**src/rtl/ppghr_pkg.sv**
```systemverilog
// Package for the PPG heart-rate and SpO2 estimator.
// Holds the word types, register indexes and fixed constants; no dependencies.
package ppghr_pkg;

  // Width of the shared divider's dividend and quotient.
  localparam int unsigned DivW = 30;
  // Width of the divider's divisor and remainder.
  localparam int unsigned DivisorW = 32;

  // Configuration register indexes.
  localparam logic [1:0] RegIrDc    = 2'd0;
  localparam logic [1:0] RegRedDc   = 2'd1;
  localparam logic [1:0] RegAmbient = 2'd2;

  // Filter coefficients in Q0.16.
  localparam logic [10:0] LpFeedFwd = 11'd1331;
  localparam logic [15:0] LpFeedBack = 16'd62873;
  localparam logic [12:0] SampleMax = 13'd8191;

  // Milliseconds per minute, rate ceiling and detector reset threshold.
  localparam logic [DivW-1:0] MsPerMinute = 30'd60000;
  localparam logic [7:0] RateMax = 8'd255;
  localparam logic [7:0] FallThrReset = 8'd30;

  // SpO2 curve and limits.
  localparam logic [7:0] RatioKnee = 8'd44;
  localparam logic [6:0] Spo2Offset = 7'd116;
  localparam logic [6:0] Spo2Max = 7'd99;

  typedef struct packed {
    logic [12:0] ir_sample;
    logic [12:0] red_sample;
    logic [31:0] time_ms;
  } in_word_t;

  typedef struct packed {
    logic [12:0] ir_filtered;
    logic [12:0] red_filtered;
    logic [7:0]  heart_rate;
    logic        ir_beat;
    logic        red_beat;
    logic [6:0]  spo2_value;
    logic        spo2_updated;
  } out_word_t;

endpackage

```
**src/rtl/ppghr_divider.sv**
```systemverilog
// Shared restoring divider, one quotient bit per cycle.
// Depends on ppghr_pkg for the operand widths.
module ppghr_divider (
  input  logic                            clk_i,
  input  logic                            rst_ni,
  input  logic                            start_i,
  input  logic [ppghr_pkg::DivW-1:0]      dividend_i,
  input  logic [ppghr_pkg::DivisorW-1:0]  divisor_i,
  output logic                            busy_o,
  output logic                            done_o,
  output logic [ppghr_pkg::DivW-1:0]      quotient_o
);
  import ppghr_pkg::*;

  localparam int unsigned CntW = $clog2(DivW + 1);

  logic [DivW-1:0]     quo_q, quo_d;
  logic [DivisorW-1:0] rem_q, rem_d;
  logic [DivisorW-1:0] dvs_q, dvs_d;
  logic [CntW-1:0]     cnt_q, cnt_d;
  logic                busy_q, busy_d;
  logic                done_q, done_d;
  logic [DivisorW:0]   trial;
  logic                fits;

  // One shift-subtract step.
  assign trial = {rem_q, quo_q[DivW-1]};
  assign fits  = trial >= {1'b0, dvs_q};

  always_comb begin
    quo_d  = quo_q;
    rem_d  = rem_q;
    dvs_d  = dvs_q;
    cnt_d  = cnt_q;
    busy_d = busy_q;
    done_d = 1'b0;
    if (start_i && !busy_q) begin
      quo_d  = dividend_i;
      rem_d  = '0;
      dvs_d  = divisor_i;
      cnt_d  = CntW'(DivW);
      busy_d = 1'b1;
    end else if (busy_q) begin
      rem_d = fits ? DivisorW'(trial - {1'b0, dvs_q}) : DivisorW'(trial);
      quo_d = {quo_q[DivW-2:0], fits};
      cnt_d = cnt_q - 1'b1;
      if (cnt_q == CntW'(1)) begin
        busy_d = 1'b0;
        done_d = 1'b1;
      end
    end
  end

  always_ff @(posedge clk_i or negedge rst_ni) begin
    if (!rst_ni) begin
      busy_q <= 1'b0;
      done_q <= 1'b0;
      cnt_q  <= '0;
    end else begin
      busy_q <= busy_d;
      done_q <= done_d;
      cnt_q  <= cnt_d;
    end
  end

  always_ff @(posedge clk_i) begin
    quo_q <= quo_d;
    rem_q <= rem_d;
    dvs_q <= dvs_d;
  end

  assign busy_o     = busy_q;
  assign done_o     = done_q;
  assign quotient_o = quo_q;

`ifndef ASSERT_OFF
  // A finished division leaves the unit idle.
  a_done_idle: assert property (@(posedge clk_i) disable iff (!rst_ni)
    done_q |-> !busy_q) else $error("divider done while busy");
  // A start while busy would be lost; the sequencer never does that.
  a_no_restart: assert property (@(posedge clk_i) disable iff (!rst_ni)
    busy_q |-> !start_i) else $error("divider started while busy");
  // The step counter is only nonzero during a division.
  a_cnt_busy: assert property (@(posedge clk_i) disable iff (!rst_ni)
    !busy_q |-> cnt_q == '0) else $error("divider counter stray");
`endif

endmodule

```
**src/rtl/ppg_heart_rate_spo2_estimator.sv**
```systemverilog
// Top level of the PPG heart-rate and SpO2 estimator.
// Depends on ppghr_pkg and ppghr_divider.
//
// Each input word holds one IR and one red sample and a millisecond time stamp; it yields
// one output word. The block works on one word at a time under a small sequencer that
// shares a single 30-step restoring divider for the beat rates, the slope ratio and the
// window mean; the group mean uses a reciprocal multiplication. A word takes the shortest
// path when the IR slope is flat, a longer one when the ratio needs no division, and the
// longest when a beat is found on both channels, the ratio is divided and a window and a
// group close. Each of those four divisions holds the sequencer until the divider is done.
// The sequencer also waits in its output state while an earlier finished word still waits
// for out_ready_i. A finished output word waits in its register while the next input word
// is taken. Configuration writes take effect at once; the user must make them only while
// the block is idle, as the block itself does not enforce it.
module ppg_heart_rate_spo2_estimator #(
  parameter int unsigned WINDOW_SAMPLES = 20,
  parameter int unsigned GROUP_WINDOWS  = 10
) (
  input  logic                  clk_i,
  input  logic                  rst_ni,
  input  logic                  cfg_we_i,
  input  logic [1:0]            cfg_idx_i,
  input  logic [9:0]            cfg_data_i,
  input  logic                  in_valid_i,
  output logic                  in_ready_o,
  input  ppghr_pkg::in_word_t   in_word_i,
  output logic                  out_valid_o,
  input  logic                  out_ready_i,
  output ppghr_pkg::out_word_t  out_word_o
);
  import ppghr_pkg::*;

  localparam int unsigned WsumW = $clog2(WINDOW_SAMPLES * 1050 + 1);
  localparam int unsigned WtotW = $clog2(WINDOW_SAMPLES * 10 + 1);
  localparam int unsigned WcntW = $clog2(WINDOW_SAMPLES + 1);
  localparam int unsigned GsumW = $clog2(GROUP_WINDOWS * 105 + 1);
  localparam int unsigned GcntW = $clog2(GROUP_WINDOWS + 1);

  // Reciprocal of the group length, exact for every group sum that can occur.
  localparam int unsigned GrpShift = GsumW + $clog2(GROUP_WINDOWS);
  localparam int unsigned RecipW   = GrpShift + 1;
  localparam int unsigned GrpRecip = ((1 << GrpShift) + GROUP_WINDOWS - 1) / GROUP_WINDOWS;

  // Sequencer states.
  localparam logic [3:0] StIdle   = 4'd0;
  localparam logic [3:0] StFilt   = 4'd1;
  localparam logic [3:0] StDet    = 4'd2;
  localparam logic [3:0] StRate   = 4'd3;
  localparam logic [3:0] StAvg    = 4'd4;
  localparam logic [3:0] StMul1   = 4'd5;
  localparam logic [3:0] StMul2   = 4'd6;
  localparam logic [3:0] StRStart = 4'd7;
  localparam logic [3:0] StRDiv   = 4'd8;
  localparam logic [3:0] StSpo2   = 4'd9;
  localparam logic [3:0] StMean   = 4'd10;
  localparam logic [3:0] StGrp    = 4'd12;
  localparam logic [3:0] StOut    = 4'd13;

  // Channel select: red is handled first, as the detector order requires.
  localparam logic ChRed = 1'b0;
  localparam logic ChIr  = 1'b1;

  logic [3:0]  state_q, state_d;
  logic        ch_q, ch_d;
  in_word_t    in_q, in_d;
  logic [9:0]  ir_dc_q, red_dc_q, amb_q;

  logic [12:0] raw_prev_q [2];
  logic [12:0] raw_prev_d [2];
  logic [12:0] filt_prev_q [2];
  logic [12:0] filt_prev_d [2];
  logic [12:0] filt_cur_q [2];
  logic [12:0] filt_cur_d [2];
  logic [12:0] slope_abs_q [2];
  logic [12:0] slope_abs_d [2];
  logic [7:0]  fall_cnt_q [2];
  logic [7:0]  fall_cnt_d [2];
  logic [7:0]  fall_thr_q [2];
  logic [7:0]  fall_thr_d [2];
  logic [31:0] last_beat_q [2];
  logic [31:0] last_beat_d [2];
  logic [7:0]  rate_q [2];
  logic [7:0]  rate_d [2];
  logic [1:0]  beat_q, beat_d;

  logic        ir_slope_nz_q, ir_slope_nz_d;
  logic [7:0]  rate_avg_q, rate_avg_d;
  logic [22:0] prod_q, prod_d;
  logic [29:0] num_q, num_d;
  logic [22:0] den_q, den_d;
  logic [7:0]  ratio_q, ratio_d;
  logic [WsumW-1:0] wsum_q, wsum_d;
  logic [WtotW-1:0] wtot_q, wtot_d;
  logic [WcntW-1:0] wcnt_q, wcnt_d;
  logic [GsumW-1:0] gsum_q, gsum_d;
  logic [GcntW-1:0] gcnt_q, gcnt_d;
  logic [6:0]  spo2_level_q, spo2_level_d;
  logic        updated_q, updated_d;
  logic        out_valid_q, out_valid_d;
  out_word_t   out_q, out_d;

  // Divider hookup.
  logic                div_start;
  logic [DivW-1:0]     div_a;
  logic [DivisorW-1:0] div_b;
  logic                div_busy, div_done;
  logic [DivW-1:0]     div_q;

  // Per-cycle helpers.
  logic [12:0] x_cur;
  logic [31:0] lp_acc;
  logic [12:0] lp_y;
  logic [13:0] slope;
  logic [31:0] interval;
  logic [23:0] thr_prod;
  logic [9:0]  ir_dcd, red_dcd;
  logic [6:0]  spo2_i, spo2_dist;
  logic [3:0]  weight;
  logic [6:0]  mean_v;
  logic        do_close;
  logic [8:0]  rate_sum, avg_sum;
  logic [GsumW-1:0] gsum_new;
  logic [GcntW-1:0] gcnt_new;
  logic [GsumW+RecipW-1:0] grp_prod;
  logic [6:0]  grp_mean;

  function automatic logic [3:0] weight_of(input logic [6:0] d);
    logic [3:0] w;
    if (d > 7'd30)      w = 4'd1;
    else if (d > 7'd20) w = 4'd5;
    else if (d > 7'd15) w = 4'd6;
    else if (d > 7'd10) w = 4'd7;
    else if (d > 7'd7)  w = 4'd8;
    else if (d > 7'd3)  w = 4'd9;
    else                w = 4'd10;
    return w;
  endfunction

  ppghr_divider u_div (
    .clk_i      (clk_i),
    .rst_ni     (rst_ni),
    .start_i    (div_start),
    .dividend_i (div_a),
    .divisor_i  (div_b),
    .busy_o     (div_busy),
    .done_o     (div_done),
    .quotient_o (div_q)
  );

  // Configuration registers.
  always_ff @(posedge clk_i or negedge rst_ni) begin
    if (!rst_ni) begin
      ir_dc_q  <= 10'd512;
      red_dc_q <= 10'd512;
      amb_q    <= 10'd0;
    end else if (cfg_we_i) begin
      unique case (cfg_idx_i)
        RegIrDc:    ir_dc_q  <= cfg_data_i;
        RegRedDc:   red_dc_q <= cfg_data_i;
        RegAmbient: amb_q    <= cfg_data_i;
        default:    ;
      endcase
    end
  end

  // DC levels above ambient, clamped at zero.
  assign ir_dcd  = (ir_dc_q > amb_q) ? ir_dc_q - amb_q : 10'd0;
  assign red_dcd = (red_dc_q > amb_q) ? red_dc_q - amb_q : 10'd0;

  // Low-pass filter of the current channel.
  assign x_cur  = (ch_q == ChIr) ? in_q.ir_sample : in_q.red_sample;
  assign lp_acc = 32'(LpFeedFwd * ({1'b0, x_cur} + {1'b0, raw_prev_q[ch_q]}))
                + 32'(LpFeedBack * filt_prev_q[ch_q]);
  assign lp_y   = (lp_acc[31:16] > 16'(SampleMax)) ? SampleMax : lp_acc[28:16];

  // Slope, beat interval and new threshold of the current channel.
  assign slope    = {1'b0, filt_cur_q[ch_q]} - {1'b0, filt_prev_q[ch_q]};
  assign interval = in_q.time_ms - last_beat_q[ch_q];
  // floor(3*count/5) through a reciprocal that is exact for counts up to 255.
  assign thr_prod = 24'(10'(fall_cnt_q[ch_q] * 2'd3) * 15'd13108);

  // Instantaneous SpO2 and its weight; 25*R/100 is R/4.
  assign spo2_i    = (ratio_q > RatioKnee) ? Spo2Offset - 7'(ratio_q >> 2) : Spo2Max;
  assign spo2_dist = (spo2_i > spo2_level_q) ? spo2_i - spo2_level_q : spo2_level_q - spo2_i;
  assign weight    = weight_of(spo2_dist);

  assign rate_sum = {1'b0, rate_q[0]} + {1'b0, rate_q[1]};
  assign avg_sum  = {1'b0, rate_avg_q} + {1'b0, rate_sum[8:1]};

  // Group mean, floor(sum / GROUP_WINDOWS), by the reciprocal.
  assign grp_prod = gsum_q * RecipW'(GrpRecip);
  assign grp_mean = grp_prod[GrpShift +: 7];

  // Sequencer.
  always_comb begin
    state_d       = state_q;
    ch_d          = ch_q;
    in_d          = in_q;
    raw_prev_d    = raw_prev_q;
    filt_prev_d   = filt_prev_q;
    filt_cur_d    = filt_cur_q;
    slope_abs_d   = slope_abs_q;
    fall_cnt_d    = fall_cnt_q;
    fall_thr_d    = fall_thr_q;
    last_beat_d   = last_beat_q;
    rate_d        = rate_q;
    beat_d        = beat_q;
    ir_slope_nz_d = ir_slope_nz_q;
    rate_avg_d    = rate_avg_q;
    prod_d        = prod_q;
    num_d         = num_q;
    den_d         = den_q;
    ratio_d       = ratio_q;
    wsum_d        = wsum_q;
    wtot_d        = wtot_q;
    wcnt_d        = wcnt_q;
    gsum_d        = gsum_q;
    gcnt_d        = gcnt_q;
    spo2_level_d  = spo2_level_q;
    updated_d     = updated_q;
    out_valid_d   = out_valid_q;
    out_d         = out_q;
    div_start     = 1'b0;
    div_a         = '0;
    div_b         = '0;
    mean_v        = '0;
    do_close      = 1'b0;
    gsum_new      = '0;
    gcnt_new      = '0;

    if (out_valid_q && out_ready_i) begin
      out_valid_d = 1'b0;
    end

    unique case (state_q)
      StIdle: begin
        if (in_valid_i) begin
          in_d      = in_word_i;
          ch_d      = ChRed;
          beat_d    = '0;
          updated_d = 1'b0;
          state_d   = StFilt;
        end
      end
      StFilt: begin
        filt_cur_d[ch_q] = lp_y;
        state_d = StDet;
      end
      StDet: begin
        slope_abs_d[ch_q] = slope[13] ? 13'(-slope) : slope[12:0];
        if (ch_q == ChIr) begin
          ir_slope_nz_d = (slope != '0);
        end
        raw_prev_d[ch_q]  = x_cur;
        filt_prev_d[ch_q] = filt_cur_q[ch_q];
        state_d = (ch_q == ChRed) ? StFilt : StAvg;
        ch_d    = ChIr;
        if (slope[13]) begin
          if (fall_cnt_q[ch_q] != RateMax) begin
            fall_cnt_d[ch_q] = fall_cnt_q[ch_q] + 1'b1;
          end
        end else begin
          fall_cnt_d[ch_q] = '0;
          if (fall_cnt_q[ch_q] >= fall_thr_q[ch_q]) begin
            beat_d[ch_q]      = 1'b1;
            fall_thr_d[ch_q]  = thr_prod[23:16];
            last_beat_d[ch_q] = in_q.time_ms;
            if (interval == '0) begin
              rate_d[ch_q] = RateMax;
            end else begin
              div_start = 1'b1;
              div_a     = MsPerMinute;
              div_b     = interval;
              ch_d      = ch_q;
              state_d   = StRate;
            end
          end
        end
      end
      StRate: begin
        if (div_done) begin
          rate_d[ch_q] = (div_q > DivW'(RateMax)) ? RateMax : div_q[7:0];
          state_d = (ch_q == ChRed) ? StFilt : StAvg;
          ch_d    = ChIr;
        end
      end
      StAvg: begin
        rate_avg_d = avg_sum[8:1];
        state_d    = ir_slope_nz_q ? StMul1 : StOut;
      end
      StMul1: begin
        prod_d  = slope_abs_q[ChRed] * ir_dcd;
        state_d = StMul2;
      end
      StMul2: begin
        num_d   = 30'(prod_q * 7'd100);
        den_d   = slope_abs_q[ChIr] * red_dcd;
        state_d = StRStart;
      end
      StRStart: begin
        if (den_q == '0) begin
          ratio_d = RateMax;
          state_d = StSpo2;
        end else begin
          div_start = 1'b1;
          div_a     = num_q;
          div_b     = DivisorW'(den_q);
          state_d   = StRDiv;
        end
      end
      StRDiv: begin
        if (div_done) begin
          ratio_d = (div_q > DivW'(RateMax)) ? RateMax : div_q[7:0];
          state_d = StSpo2;
        end
      end
      StSpo2: begin
        if (wcnt_q < WcntW'(WINDOW_SAMPLES)) begin
          wsum_d  = wsum_q + WsumW'(spo2_i * weight);
          wtot_d  = wtot_q + WtotW'(weight);
          wcnt_d  = wcnt_q + 1'b1;
          state_d = StOut;
        end else if (wtot_q != '0) begin
          div_start = 1'b1;
          div_a     = DivW'(wsum_q);
          div_b     = DivisorW'(wtot_q);
          state_d   = StMean;
        end else begin
          do_close = 1'b1;
        end
      end
      StMean: begin
        if (div_done) begin
          mean_v   = div_q[6:0];
          do_close = 1'b1;
        end
      end
      StGrp: begin
        spo2_level_d = (grp_mean > Spo2Max) ? Spo2Max : grp_mean;
        gsum_d       = '0;
        gcnt_d       = '0;
        updated_d    = 1'b1;
        state_d      = StOut;
      end
      StOut: begin
        if (!out_valid_q || out_ready_i) begin
          out_d.ir_filtered  = filt_cur_q[ChIr];
          out_d.red_filtered = filt_cur_q[ChRed];
          out_d.heart_rate   = rate_avg_q;
          out_d.ir_beat      = beat_q[ChIr];
          out_d.red_beat     = beat_q[ChRed];
          out_d.spo2_value   = spo2_level_q;
          out_d.spo2_updated = updated_q;
          out_valid_d        = 1'b1;
          state_d            = StIdle;
        end
      end
      default: state_d = StIdle;
    endcase

    // Window close: fold the mean into the group.
    if (do_close) begin
      gsum_new = gsum_q + GsumW'(mean_v);
      gcnt_new = gcnt_q + 1'b1;
      gsum_d   = gsum_new;
      gcnt_d   = gcnt_new;
      wsum_d   = '0;
      wtot_d   = '0;
      wcnt_d   = '0;
      state_d  = (gcnt_new >= GcntW'(GROUP_WINDOWS)) ? StGrp : StOut;
    end
  end

  assign in_ready_o = (state_q == StIdle);

  // Control and detector state.
  always_ff @(posedge clk_i or negedge rst_ni) begin
    if (!rst_ni) begin
      state_q       <= StIdle;
      ch_q          <= ChRed;
      raw_prev_q    <= '{default: '0};
      filt_prev_q   <= '{default: '0};
      fall_cnt_q    <= '{default: '0};
      fall_thr_q    <= '{default: FallThrReset};
      last_beat_q   <= '{default: '0};
      rate_q        <= '{default: '0};
      rate_avg_q    <= '0;
      wsum_q        <= '0;
      wtot_q        <= '0;
      wcnt_q        <= '0;
      gsum_q        <= '0;
      gcnt_q        <= '0;
      spo2_level_q  <= Spo2Max;
      out_valid_q   <= 1'b0;
    end else begin
      state_q       <= state_d;
      ch_q          <= ch_d;
      raw_prev_q    <= raw_prev_d;
      filt_prev_q   <= filt_prev_d;
      fall_cnt_q    <= fall_cnt_d;
      fall_thr_q    <= fall_thr_d;
      last_beat_q   <= last_beat_d;
      rate_q        <= rate_d;
      rate_avg_q    <= rate_avg_d;
      wsum_q        <= wsum_d;
      wtot_q        <= wtot_d;
      wcnt_q        <= wcnt_d;
      gsum_q        <= gsum_d;
      gcnt_q        <= gcnt_d;
      spo2_level_q  <= spo2_level_d;
      out_valid_q   <= out_valid_d;
    end
  end

  // Working registers of the current word.
  always_ff @(posedge clk_i) begin
    in_q          <= in_d;
    filt_cur_q    <= filt_cur_d;
    slope_abs_q   <= slope_abs_d;
    beat_q        <= beat_d;
    ir_slope_nz_q <= ir_slope_nz_d;
    prod_q        <= prod_d;
    num_q         <= num_d;
    den_q         <= den_d;
    ratio_q       <= ratio_d;
    updated_q     <= updated_d;
    out_q         <= out_d;
  end

  assign out_valid_o = out_valid_q;
  assign out_word_o  = out_q;

`ifndef ASSERT_OFF
  // The averaged SpO2 never leaves its cap.
  a_spo2_cap: assert property (@(posedge clk_i) disable iff (!rst_ni)
    spo2_level_q <= Spo2Max) else $error("SpO2 average above cap");
  // The divider is idle whenever a new word may enter.
  a_idle_div: assert property (@(posedge clk_i) disable iff (!rst_ni)
    state_q == StIdle |-> !div_busy) else $error("divider busy while idle");
  // The window fill never passes its length.
  a_window: assert property (@(posedge clk_i) disable iff (!rst_ni)
    wcnt_q <= WcntW'(WINDOW_SAMPLES)) else $error("window overfilled");
  // A new output word is loaded only from the output state.
  a_out_load: assert property (@(posedge clk_i) disable iff (!rst_ni)
    $rose(out_valid_q) |-> $past(state_q) == StOut) else $error("stray output word");
`endif

endmodule

```
**config.mk**
```make
export PLATFORM = sky130hd
export DESIGN_NAME = ppg_heart_rate_spo2_estimator
export DESIGN_NICKNAME = d
export VERILOG_FILES = /design/src/rtl/ppghr_pkg.sv /design/src/rtl/ppghr_divider.sv /design/src/rtl/ppg_heart_rate_spo2_estimator.sv
export SDC_FILE = /design/constraint.sdc
export NUM_CORES = 2
export LEC_CHECK = 0
export BUFFER_PORTS_ARGS = -buffer_cell sky130_fd_sc_hd__clkbuf_2
export CAP_MARGIN = 5
export CORE_MARGIN = 4
export CORE_UTILIZATION = 65
export CTS_CLUSTER_DIAMETER = 120
export CTS_CLUSTER_SIZE = 12
export DETAILED_ROUTE_END_ITERATION = 16
export PLACE_DENSITY_LB_ADDON = 0.3
export SLEW_MARGIN = 20
export SYNTH_ARGS = -nofsm -noshare
export SYNTH_HDL_FRONTEND = slang
export SYNTH_SLANG_ARGS = --single-unit
export TNS_END_PERCENT = 100
```
**constraint.sdc**
```tcl
create_clock -name clk_i -period 14.15 [get_ports clk_i]
set_input_delay 2.83 -clock clk_i [delete_from_list [all_inputs] [get_ports clk_i]]
set_output_delay 2.83 -clock clk_i [all_outputs]
set_load 0.05 [all_outputs]
```
# == Word level (Yosys, flattened, before mapping) ==
# Index checks and enable logic that the tools add are counted.
# word_totals
reg_bits,599
input_bits,75
output_inout_bits,46
wordCells,315
# classes
addsub,20
n_mul,9
order_cmp,21
eq_ne,31
n_mux,139
n_bitwise,6
reduce_logical,37
# op_table
op,n
two-way mux 32 bit,8
two-way mux 13 bit,13
two-way mux 16 bit,9
two-way mux 8 bit,15
bitwise mux 26 bit,4
one-hot mux 32 bit (3 select lines),1
two-way mux 30 bit,3
one-hot mux 30 bit (3 select lines),1
two-way mux 15 bit,5
bitwise mux 64 bit,1
subtractor 32 bit,2
two-way mux 4 bit,14
one-hot mux 4 bit (13 select lines),1
bitwise mux 16 bit,3
multiplier 13 x 10 -> 23 bit,2
two-way mux 7 bit,5
>= comparator 33 x 32 -> 1 bit,1
demux 32 bit (select 1 bit),1
logical NOT 32 bit,1
one-hot mux 16 bit (2 select lines),1
adder 25 x 29 -> 30 bit,1
> comparator 30 x 8 -> 1 bit (second input constant),1
multiplier 16 x 13 -> 29 bit (first input constant),1
multiplier 23 x 5 -> 28 bit (second input constant),1
other kinds (83),168

# == Logic depth before layout (Yosys ltp) ==
# depth
word_depth,16
mapped_depth,43
depth_no_buf,40

# == Hierarchy ==
# A second synthesis with hierarchy kept.
# unflattened
cells_unflattened,5156
hier_area_um2,53383.7
# modules_own_cells
mod,instances,cells_per_inst,area_each_um2
ppg_heart_rate_spo2_estimator,1,4614,47558.1
ppghr_divider,1,542,5825.6

# == Worst setup path before layout ==
# No wires, ideal clock.
# synth_timing
path_type,register -> register
from,register ch_q
to,"register filt_cur_q[21] in the netlist's numbering, data pin"
setup_ns,0.284
t_arrival_ns,9.902
required_time_ns,13.866
slack_ns,3.964
path_stages_with_launch,42
n_path_buf,4
cell_sequence,dfrtp_1 > clkbuf_1 > clkbuf_1 > buf_1 > mux2_2 > ha_1 > inv_1 > fa_1 > nor2b_1 > o21ai_0 > a21boi_0 > o21ai_0 > a21boi_0 > o21ai_0 > a21boi_0 > o21ai_0 > nand2b_1 > a31oi_1 > (+6 left out) > fa_1 > inv_1 > fa_1 > inv_1 > fa_1 > inv_1 > fa_1 > inv_1 > ha_1 > a21o_1 > a21o_1 > a21o_1 > a2111oi_0 > o2bb2ai_1 > o221ai_1 > mux2i_1 > clkbuf_1 > o211ai_1
# synth_lines
item,line_no,rtl
start: declaration,ppg_heart_rate_spo2_estimator.sv:64,"logic ch_q, ch_d;"
start signal: assignment,ppg_heart_rate_spo2_estimator.sv:380,ch_q <= ChRed;
start signal: assignment,ppg_heart_rate_spo2_estimator.sv:397,ch_q <= ch_d;
two-way mux 13 bit *,ppg_heart_rate_spo2_estimator.sv:171,assign x_cur = (ch_q == ChIr) ? in_q.ir_sample : in_q.red_sample;
via x_cur[0],ppg_heart_rate_spo2_estimator.sv:110,logic [12:0] x_cur;
adder 13 x 13 -> 14 bit *,ppg_heart_rate_spo2_estimator.sv:172,"assign lp_acc = 32'(LpFeedFwd * ({1'b0, x_cur} + {1'b0, raw_prev_q[ch_q]}))"
multiplier 11 x 14 -> 25 bit *,ppg_heart_rate_spo2_estimator.sv:172,
adder 25 x 29 -> 30 bit *,ppg_heart_rate_spo2_estimator.sv:173,+ 32'(LpFeedBack * filt_prev_q[ch_q]);
> comparator 14 x 13 -> 1 bit,ppg_heart_rate_spo2_estimator.sv:174,assign lp_y = (lp_acc[31:16] > 16'(SampleMax)) ? SampleMax : lp_acc[28:16];
two-way mux 13 bit *,ppg_heart_rate_spo2_estimator.sv:174,
via lp_y[8],ppg_heart_rate_spo2_estimator.sv:112,logic [12:0] lp_y;
bitwise mux 26 bit *,ppg_heart_rate_spo2_estimator.sv:246,filt_cur_d[ch_q] = lp_y;
end signal: assignment,ppg_heart_rate_spo2_estimator.sv:418,filt_cur_q <= filt_cur_d;
end: declaration,ppg_heart_rate_spo2_estimator.sv:72,logic [12:0] filt_cur_q [2];
# Mark *: on every way through the listed nets, which the timed path passes. The rest lies on a longest branch. The select of a mux whose other input is x is not followed.
# A chain may end at the register's enable or synchronous reset.

# == Final worst setup path ==
# layout_timing
from,register ch_q
to,"register filt_cur_q[7] in the netlist's numbering, data pin"
# Same word-level chain as after synthesis.

==> impl_metrics.csv <==
group,metric,value,unit
yosys,synth_top_area_share,17.13,%
critical_path,cp.required,14.55,ns
timing,post-route-period-util,77.84,%
layout,synthToLayoutAreaGrowth,6.418,%
yosys,synthSimpleGateAreaFrac,10.89,%
yosys,syn_avg_cell_area,10.11,um2
placement,post-place-ws,3.239,ns
status,status,"finished clean",
grt,grt_max_degree,75,
grt,grt_pass1_wl,202700,um
clock_network,holdBufCountCts,0,
clock_network,cts_tree,"built",
routing,avgViaCountPerCell,5.890,
yosys,syn_area,0.05293,mm2
grt,grt_pass1_vias,38668,
floorplan,core-area,0.08068,mm2
critical_path,setup.worst_path.start_class,"flop",
routing,firstDrtPassIters,7,
grt,grt-ovfl-total,0,
clock_network,cts_setup_buffers,0,
clock_network,clk_latency,0.65,ns
routing,routed_wl,123700,um
clock_network,h-tree-depth,2,
layout,utilization,69.82,%
placement,io_buffers,120,
critical_path,critical-path-top-delay-family,"adder cells",
yosys,ys_types,80,
yosys,synth_xor_area_share,3.673,%
clock_network,cts-buffers-inserted,56,
timing,fmax,90.79,MHz
yosys,synth_compound_area_share,10.16,%
timing,fin_crit,11.01,ns
power,peakVddDrop,0.3917,mV
hold_path,hold_path.class,"flop to flop",
layout,multiInputGateArea,0.03287,mm2
yosys,async_reset_ff_share,44.24,%
power,p_per_area,166.1,mW/mm2
routing,drtAntennaViolNets,0,
yosys,synthMuxAreaShare,5.212,%
critical_path,worst-path-buf-inv,8,
yosys,yosys.area_share.adder,31.98,%
clock_network,path_clk_slew,0.07,ns
timing,hold_viol,0,
layout,ff_latch_area,0.01636,mm2
critical_path,crit_path_max_fanout,32,
placement,hpwl,98240,um
timing,slew_viol_final,0,
timing,tightest_slew,1.077,ns
critical_path,cp_slowest_stage_delay,0.90,ns
yosys,yosysMostFrequentCell,"inv_1",
critical_path,critPathKind,"flop to flop",
floorplan,die_area,0.08606,mm2
critical_path,end_kind,"flop",
placement,gp_routability_congestion,0.9704,
yosys,netlist.top_cell.by_area,"edfxtp_1",
yosys,yosys_warnings,0,
yosys,synth_common_cells,"inv_1 (855), ha_1 (665), nand2_1 (460), fa_1 (430), edfxtp_1 (302)",
floorplan,initial_utilization,65.61,%
yosys,syn_inst,5234,
grt,grt_usage,29.27,%
timing,fin_ws,3.136,ns
yosys,ys_seq_elements,599,
timing,finClkSkew,0.03676,ns
floorplan,die_h,293.4,um
yosys,netlist_top_cells_area,"edfxtp_1 (17%), fa_1 (16%), ha_1 (16%)",
yosys,synth_top_family_by_area,"adder cells",
critical_path,arrival,11.41,ns
grt,antenna_found_initial,4,
placement,place_inst,6307,
yosys,synth_ff_type,"edfxtp_1",
yosys,ys_seq_area_share,30.90,%
flow_run,maxCapViolCount,0,
layout,drive_gt1_share,8.369,%
yosys,synth_edf_count,302,
floorplan,io-pin-count,121,
layout,fill_cells,6030,
routing,drc,0,
routing,vias,37777,
layout,nets,6475,
floorplan,die_x,293.4,um
layout,final_cells,6414,
yosys,postSynthNetCount,6404,
timing,slew_headroom,28.20,%
timing,rsz0062_at_grt,"false",
floorplan,rows,104,
timing,finalSetupViolations,0,
critical_path,cpMaxStageDelayCell,"mux2i_1",
clock_network,root_buffer,"clkbuf_16",
clock_network,cts.path.max_buffers,3,
clock_network,clock_sinks,599,
routing,wl_per_cell,19.29,um
clock_network,ctsResizeCount,0,
power,power.leakage,27.88,nW
routing,dr.first_iter.drc_count,2762,
timing,finalSetupTns,0,ns
[worst reg2reg max path: cells and delay by family, from the launching register on]
kind	cells	cell delay (ns)
xor gates and xnor gates	1	0.59
and+or+nand+nor	3	0.36
muxes	2	1.23
DFF	1	0.67
buffers and inverters	8	0.63
AOI/OAI and AO/OA	15	3.09
adders and majority gates	10	4.20
[logic make-up after synthesis]
family / count (synthesis)
buf+inv: 1005
flops: 599
xor+xnor: 222
fa+ha+maj: 1095
compound gates: 837
mux: 252
simple gates: 1224
[state kept, by name, indices dropped and copies added, names as in the netlist, 26 cells and up]
| signal | flops |
|---|---|
| filt_cur_q | 26 |
| filt_prev_q | 26 |
| in_q | 58 |
| last_beat_q | 64 |
| num_q | 28 |
| out_word_o | 44 |
| raw_prev_q | 26 |
| slope_abs_q | 26 |
| u_div.dvs_q | 32 |
| u_div.quotient_o | 30 |
| u_div.rem_q | 32 |
[final timing paths]
path | endpoint | cells after the start | startpoint | slack [ns]
max | filt_cur_q[7]$_DFFE_PP_ | 39 | ch_q$_DFFE_PN0P_ | 3.14
min | out_word_o[0]$_DFFE_PP_ | 0 | updated_q$_DFFE_PP_ | 0.43
min in group asynchronous | amb_q[3]$_DFFE_PN0P_ | 1 | rst_ni | 2.08
max in group asynchronous | gsum_q[1]$_DFFE_PN0P_ | 3 | rst_ni | 9.92
min reg2reg | out_word_o[0]$_DFFE_PP_ | 0 | updated_q$_DFFE_PP_ | 0.43
max reg2reg | filt_cur_q[7]$_DFFE_PP_ | 39 | ch_q$_DFFE_PN0P_ | 3.14
[cell type report]
cell class	count	area share [%]
well taps	1060	2.355
clock inverters	5	0.1155
flip-flops and latches	599	29.05
diodes	1	0.004442
inverters	857	5.711
clock buffers	101	2.788
repair buffers	161	1.630
multi-input cells	3630	58.35
[layout by cell type, fill, tap and decap left out, types with 56 or more instances in the layout]
master	n
clkbuf_2	119
a21oi_1	193
xnor2_1	156
nand2_1	460
a21o_1	89
nor2_1	236
xor2_1	66
ha_1	665
o21ai_0	222
edfxtp_1	302
clkbuf_16	56
fa_1	430
and2_1	137
nor3_1	60
mux2_2	171
mux2i_1	75
dfrtp_1	250
nand3_1	92
inv_1	854
[report_power, final]
| group | switching, W | total (W) | internal (W) | leakage, nW |
|---|---|---|---|---|
| Clock | 0.000681 | 0.00143 | 0.000748 | 0.774 |
| Sequential | 0.0000102 | 0.00216 | 0.00215 | 6.27 |
| Combinational | 0.00317 | 0.00577 | 0.00259 | 20.8 |
| Total | 0.00386 | 0.00936 | 0.00550 | 27.9 |
[metal layers]
metal | wire, um | GRT usage [%] | share of wire, % | vias to the layer above
met2 | 59190 | 49.20 | 48 | 1119
met1 | 52640 | 39.88 | 43 | 18663
met5 | 32 | 0 | 0.026 | -
met4 | 4278 | 9.229 | 3.5 | 6
li1 | - | - | - | 17749
met3 | 7555 | 3.991 | 6.1 | 240
[stage by stage]
stage,hold WS [ns],total power [W],instance area [um2]
after detailed placement,0.4102,0.007930,54690
final,0.4320,0.009359,56330
after global routing,0.4436,0.01035,56330
after CTS,0.4310,0.009427,56330
after floorplan,0.4003,0.006816,52930
after global placement,0.4035,0.007806,54690
No activity file was read; power rests on OpenSTA's default activity.
